--- src/design/lipc_pkg.sv ---
// Shared types, constants and reset values for the leaky-integral PID controller.
package lipc_pkg;

  // Fixed-point format and integrator size.
  localparam int FRAC_BITS      = 16;
  localparam int INTEGRAL_WIDTH = 40;

  // Leak factor is unsigned Q1.16 held in 17 bits; 65536 means 1.0.
  localparam int LEAK_BITS = 16;
  localparam int LEAK_W    = LEAK_BITS + 1;
  localparam logic [LEAK_W-1:0] LEAK_ONE = LEAK_W'(1 << LEAK_BITS);

  // Shared multiplier: 33 x 33 signed, so that both signed and unsigned 32-bit operands fit.
  localparam int DATA_W = 32;
  localparam int MUL_W  = DATA_W + 1;
  localparam int PROD_W = 2 * MUL_W;
  localparam int TERM_W = PROD_W + DATA_W;

  // Accumulator widths: correction sum and leaked integral.
  localparam int ACC_W  = INTEGRAL_WIDTH + DATA_W + 2 - FRAC_BITS;
  localparam int IACC_W = INTEGRAL_WIDTH + 2;

  // Scaled inputs (raw / 1000), error and one tenth of the scaled setpoint.
  localparam int SCL_W = 23;
  localparam int ERR_W = SCL_W + 1;
  localparam int TEN_W = 19;
  localparam int DRV_W = DATA_W + 2;

  // Reciprocal constants: floor(n / 1000) = (n * M) >> 38 and floor(n / 10) = (n * M) >> 35
  // for every unsigned 32-bit n.
  localparam logic [DATA_W-1:0] DIV1000_MUL = 32'd274877907;
  localparam int                DIV1000_SH  = 38;
  localparam logic [DATA_W-1:0] DIV10_MUL   = 32'hCCCCCCCD;
  localparam int                DIV10_SH    = 35;

  // Saturation bounds of the integrator, in the accumulator width.
  localparam logic signed [IACC_W-1:0] INT_MAX_X =
    IACC_W'((65'sd1 <<< (INTEGRAL_WIDTH - 1)) - 65'sd1);
  localparam logic signed [IACC_W-1:0] INT_MIN_X = -INT_MAX_X - IACC_W'(1);

  localparam logic signed [DRV_W-1:0] DRV_MAX = 34'sd2147483647;
  localparam logic signed [DRV_W-1:0] DRV_MIN = -34'sd2147483648;

  // Configuration register reset values.
  localparam logic [31:0] RST_GAIN_P     = 32'd393;
  localparam logic [31:0] RST_GAIN_I     = 32'd328;
  localparam logic [31:0] RST_GAIN_D     = 32'd0;
  localparam logic [16:0] RST_LEAK       = 17'd39322;
  localparam logic [30:0] RST_ERR_LIM    = 31'd655360;
  localparam logic [30:0] RST_CORR_LIM   = 31'd655;
  localparam logic [31:0] RST_OFFSET     = 32'd393216;

  localparam int CFG_IDX_W = 3;

  typedef enum logic [CFG_IDX_W-1:0] {
    CFG_GAIN_P           = 3'd0,
    CFG_GAIN_I           = 3'd1,
    CFG_GAIN_D           = 3'd2,
    CFG_INTEGRAL_LEAK    = 3'd3,
    CFG_ERROR_LIMIT      = 3'd4,
    CFG_CORRECTION_LIMIT = 3'd5,
    CFG_DRIVE_OFFSET     = 3'd6
  } cfg_idx_t;

  // How a product is scaled before it reaches an accumulator.
  typedef enum logic [2:0] {
    SH_DIV1000,
    SH_DIV10,
    SH_LEAK_LO,
    SH_LEAK_HI,
    SH_FRAC_LO,
    SH_FRAC_HI
  } shift_t;

  typedef struct packed {
    logic signed [MUL_W-1:0] a;
    logic signed [MUL_W-1:0] b;
    shift_t                  sh;
  } mul_req_t;

  typedef enum logic [3:0] {
    ST_IDLE,
    ST_DSET,
    ST_DMEAS,
    ST_DTEN,
    ST_ERR,
    ST_LEAK_HI,
    ST_LEAK_SUM,
    ST_INTEG,
    ST_KD,
    ST_KI_LO,
    ST_KI_HI,
    ST_CLAMP,
    ST_DRIVE
  } state_t;

endpackage

--- src/design/lipc_mul_shift.sv ---
// Shared signed multiplier with a registered product and a scaling shifter on its output.
module lipc_mul_shift
  import lipc_pkg::*;
(
  input  logic                    clk,
  input  mul_req_t                req,
  output logic signed [ACC_W-1:0] term
);

  logic signed [PROD_W-1:0] prod_r;
  shift_t                   sh_r;
  logic signed [TERM_W-1:0] lo_ext;
  logic signed [TERM_W-1:0] hi_ext;
  logic signed [TERM_W-1:0] shifted;

  always_ff @(posedge clk) begin
    prod_r <= req.a * req.b;
    sh_r   <= req.sh;
  end

  // A high partial product carries a weight of 2^32 before the right shift.
  assign lo_ext = TERM_W'(prod_r);
  assign hi_ext = $signed({prod_r, {DATA_W{1'b0}}});

  always_comb begin
    case (sh_r)
      SH_DIV1000: shifted = lo_ext >>> DIV1000_SH;
      SH_DIV10:   shifted = lo_ext >>> DIV10_SH;
      SH_LEAK_LO: shifted = lo_ext >>> LEAK_BITS;
      SH_LEAK_HI: shifted = hi_ext >>> LEAK_BITS;
      SH_FRAC_LO: shifted = lo_ext >>> FRAC_BITS;
      SH_FRAC_HI: shifted = hi_ext >>> FRAC_BITS;
      default:    shifted = lo_ext;
    endcase
  end

  assign term = shifted[ACC_W-1:0];

endmodule

--- config.mk ---
export PLATFORM = sky130hd
export DESIGN_NAME = lipc_mul_shift
export DESIGN_NICKNAME = d
export VERILOG_FILES = /design/src/design/lipc_pkg.sv /design/src/design/lipc_mul_shift.sv
export SDC_FILE = /design/constraint.sdc
export NUM_CORES = 2
export LEC_CHECK = 0
export BUFFER_PORTS_ARGS = -buffer_cell sky130_fd_sc_hd__buf_4
export CORE_MARGIN = 3
export CORE_UTILIZATION = 60
export CTS_CLUSTER_DIAMETER = 150
export DETAILED_ROUTE_END_ITERATION = 16
export HOLD_SLACK_MARGIN = 0.03
export MAX_ROUTING_LAYER = met4
export PLACE_DENSITY = 0.82
export REMOVE_ABC_BUFFERS = 1
export SYNTH_ARGS = -nofsm -noshare
export SYNTH_HDL_FRONTEND = slang
export SYNTH_SLANG_ARGS = --single-unit
--- constraint.sdc ---
create_clock -name clk -period 7.78 [get_ports clk]
set_input_delay 0.778 -clock clk [delete_from_list [all_inputs] [get_ports clk]]
set_output_delay 0.778 -clock clk [all_outputs]
set_load 0.1 [all_outputs]
==> impl_summary.txt <==
----------------------------------------------------
[Global routing]
  GRT Total Usage ... 0.342
  Most utilized layer in the global route result ... met2
  Number of antenna violations at the first check in global routing ... 4
  Met2 Track Usage GR ... 0.548
  First-pass GRT wire length ... ~190000 um
  Met3 GRT Util ... 0.0717
  Pin count of the biggest net entering global routing ... 53
  Number of global-route vias before repair ... 36100
  GRT overflow ... 0
  Met1 track demand over resource in global routing ... 0.427

[Clock tree]
  Library cell used as clock root buffer ... sky130_fd_sc_hd__clkbuf_16
  H-tree levels ... 3
  Clock transition at path regs ... about 0.060 ns
  Num CTS Buffers ... 9
  Buffer depth of the longest clock path ... 2
  Clock Sinks ... 69
  CTS tree ... yes

[Timing]
  Final-report hold violation count ... 0
  Max-Slew Margin vs Limit ... 0.318
  Unrepaired setup endpoints after global routing ... true
  Final setup violating endpoints ... 0
  Post-layout min period ... a little under 8 ns
  Slew Limit Fails ... 0
  Portion of the clock cycle consumed by the worst path in the final layout ... 0.997
  Worst Max-Slew Pin Slew ... 1.02 ns
  Min setup slack post-route ... 0.0203 ns
  Achievable frequency ... 129 MHz

[Setup path]
  Origin of the worst setup path ... req[48]
  Most repeated library cell on the critical path ... sky130_fd_sc_hd__fa_1
  Worst path arrival time ... ~8.0 ns
  Worst setup endpoint ... prod_r[63]
  Launching element type of the critical path ... input pin
  Cell with the largest stage delay on the worst path ... sky130_fd_sc_hd__fa_1
  Critical path capture point type ... flop
  Maximum single-stage delay on the critical path ... 0.58 ns
  Critical path data required time ... between 8 and 9 ns
  Critical Setup Path Class ... in -> reg
  Highest fanout seen on the critical path ... 12

[Detailed routing]
  DRC violation count after routing ... 0
  Vias per inst ... 5.62
  DRC marker count from the first detailed-route iteration ... approximately 2800
  Number of nets with antenna violations after routing ... 0
  Post-detailed-route wirelength per cell ... 20.4 um
  First-pass detailed-route iteration total ... 7
  Vias ... 32800
  Final wirelength ... between 100000 and 150000 um

[Yosys]
  Number of cells produced by synthesis ... 4584
  Cell area after synthesis ... 0.0418 sq mm
  Area fraction of the dominant cell type after synthesis ... 0.549
  Fraction of registers with async set/reset ... 0
  Number of flops mapped to enable cells by yosys ... 0
  Dominant cell type by area after synthesis ... sky130_fd_sc_hd__fa_1
  Mean post-synth cell area ... 9.12 sq um
  Share of the yosys chip area belonging to registers ... 0.0331
  Top cells by area in the synthesized netlist ... sky130_fd_sc_hd__fa_1 55%, sky130_fd_sc_hd__inv_1 10%, sky130_fd_sc_hd__and2_1 8.2%
  Post-synth cell types ... 64
  Synth warn ... 0
  Total of flip-flops plus latches after synthesis ... 69
  Primary flip-flop cell chosen by synthesis mapping ... sky130_fd_sc_hd__dfxtp_1

[Floorplan]
  Die height ... 270 um
  Width of the die ... approximately 270 um
  Standard cell core area ... about 0.07 sq mm
  Initial cell density of the core ... 0.607
  Row Count ... 96
  Die Area ... 0.0728 sq mm
  Count of boundary I/O pins ... 128

[Run]
  Max-cap check violation count ... 0

[Worst hold path]
  Hold WC Path Type ... in -> reg

[Outcome]
  Result of the run ... finished, final reports clean

[Final layout]
  Total number of nets in the final design ... 6334
  Commonest non-fill, non-tap cells in the layout ... 1130 x sky130_fd_sc_hd__inv_1, 1127 x sky130_fd_sc_hd__fa_1, 622 x sky130_fd_sc_hd__nand2_1, 544 x sky130_fd_sc_hd__and2_1, 449 x sky130_fd_sc_hd__buf_4
  Leading cell type in the layout, fill and taps excluded ... sky130_fd_sc_hd__inv_1
  Ratio of cells with drive above 1 in the final layout ... 0.143
  Synthesis-to-layout area growth ... 14.5%

[Placed design]
  Number of buffers added on ports ... 127
  HPWL after DPL ... 103000 um
  Routability congestion estimate from global placement ... 0.982
  Worst Setup Slack post-DPL ... -0.755 ns

----------------------------------------------------
[worst max-delay path: cells and delay by family]
kind	cells	cell delay [ns]
adder cells (fa/ha/maj)	9	4.39
AO/OA/AOI/OAI	6	1.26
AND/OR/NAND/NOR	4	0.71
buffers and inverters	8	0.86
[cells in the mapped netlist (3+ instances only)]
cell                       number
sky130_fd_sc_hd__inv_1       1150
sky130_fd_sc_hd__fa_1        1145
sky130_fd_sc_hd__nand2_1      629
sky130_fd_sc_hd__and2_1       550
sky130_fd_sc_hd__clkbuf_1     240
sky130_fd_sc_hd__ha_1         217
sky130_fd_sc_hd__a21oi_1      101
sky130_fd_sc_hd__nor2_1       101
sky130_fd_sc_hd__dfxtp_1       69
sky130_fd_sc_hd__xnor2_1       50
sky130_fd_sc_hd__a221oi_1      30
sky130_fd_sc_hd__o21ai_0       25
sky130_fd_sc_hd__xor2_1        23
sky130_fd_sc_hd__a21o_1        20
sky130_fd_sc_hd__o21a_1        19
sky130_fd_sc_hd__nand3_1       18
sky130_fd_sc_hd__a22oi_1       16
sky130_fd_sc_hd__nand4_1       14
sky130_fd_sc_hd__a22o_1        13
sky130_fd_sc_hd__o221ai_1      13
sky130_fd_sc_hd__o22ai_1       11
sky130_fd_sc_hd__a31oi_1       10
sky130_fd_sc_hd__nand2b_1      10
sky130_fd_sc_hd__o211ai_1      10
sky130_fd_sc_hd__o21bai_1       9
sky130_fd_sc_hd__nor3_1         8
sky130_fd_sc_hd__o21ai_1        6
sky130_fd_sc_hd__mux2i_1        5
sky130_fd_sc_hd__a221o_1        4
sky130_fd_sc_hd__and3_1         4
sky130_fd_sc_hd__buf_1          4
sky130_fd_sc_hd__nor4_1         4
sky130_fd_sc_hd__or2_2          4
sky130_fd_sc_hd__or3_1          4
sky130_fd_sc_hd__a211oi_1       3
sky130_fd_sc_hd__a311oi_1       3
sky130_fd_sc_hd__a41oi_1        3
sky130_fd_sc_hd__buf_2          3
sky130_fd_sc_hd__nor2b_1        3
[final cells by class]
cell class                 instances  area [sq um]
tap                              931          1160
inverter                        1152          4320
antenna                            3          7.51
timing repair buffer             554          4920
fill                            5044         21000
clock inverter                     7           123
clock buffer                       9           225
sequential                        69          1380
multi-input combinational       3116         35700
[per-layer routing]
metal / part of all wire / up-vias
met5: 0 / -
met4: 0.051 / 0
met3: 0.098 / 473
met2: 0.48 / 1665
met1: 0.37 / 16800
li1: - / 13900
[worst min-delay path by stage]
| stage | start | to | depth (start not counted) | slack [ns] |
|---|---|---|---|---|
| 2_1_floorplan | req[0] | sh_r[0] | 0 | 0.81 |
| 3_3_place_gp | req[2] | sh_r[2] | 1 | 0.88 |
| 3_5_place_dp | req[2] | sh_r[2] | 1 | 0.89 |
| 4_1_cts | req[2] | sh_r[2] | 1 | 0.54 |
| 5_1_grt | req[0] | sh_r[0] | 1 | 0.53 |
| 6_report | req[2] | sh_r[2] | 1 | 0.54 |
[sequential cells by signal (all words and copies together), names as in the netlist]
signal,count
prod_r,66
sh_r,3
[per-stage QoR]
step	TNS (ns)	cell area [sq um]	hold WS [ns]	util	instances
6_report	0	47800	0.539	0.695	5841
5_1_grt	-0.953	47800	0.530	0.695	5841
4_1_cts	-0.0131	46900	0.535	0.681	5823
2_1_floorplan	-0.309	40900	0.806	-	4337
3_5_place_dp	-7.00	46200	0.886	0.671	5800
3_3_place_gp	-5.67	46200	0.885	0.671	5800
[cells by family (layout without fill, tap and decap cells)]
kind of cell / count (synthesis) / count (layout) / synth area share
flip-flops: 69 / 69 / 0.0331
AND/OR/NAND/NOR: 1357 / 1357 / 0.159
multiplexers: 6 / 6 / 0.00147
other: 0 / 3 / 0
buffers and inverters: 1399 / 1722 / 0.126
adder cells (fa/ha/maj): 1362 / 1362 / 0.614
XOR/XNOR: 73 / 73 / 0.0153
AO/OA/AOI/OAI: 318 / 318 / 0.0518
[timing repair]
action | CTS | global route
cloned | 0 | 2
gates resized for setup | 81 | 203
setup endpoints to repair | 7 | 20
hold buffers | 0 | 0
buffers inserted | 8 | 14
pin swaps | 32 | 89
Power is left out: the tool's default activity adds up to more than one toggle a clock period on the data nets, which glitch-free logic cannot reach.
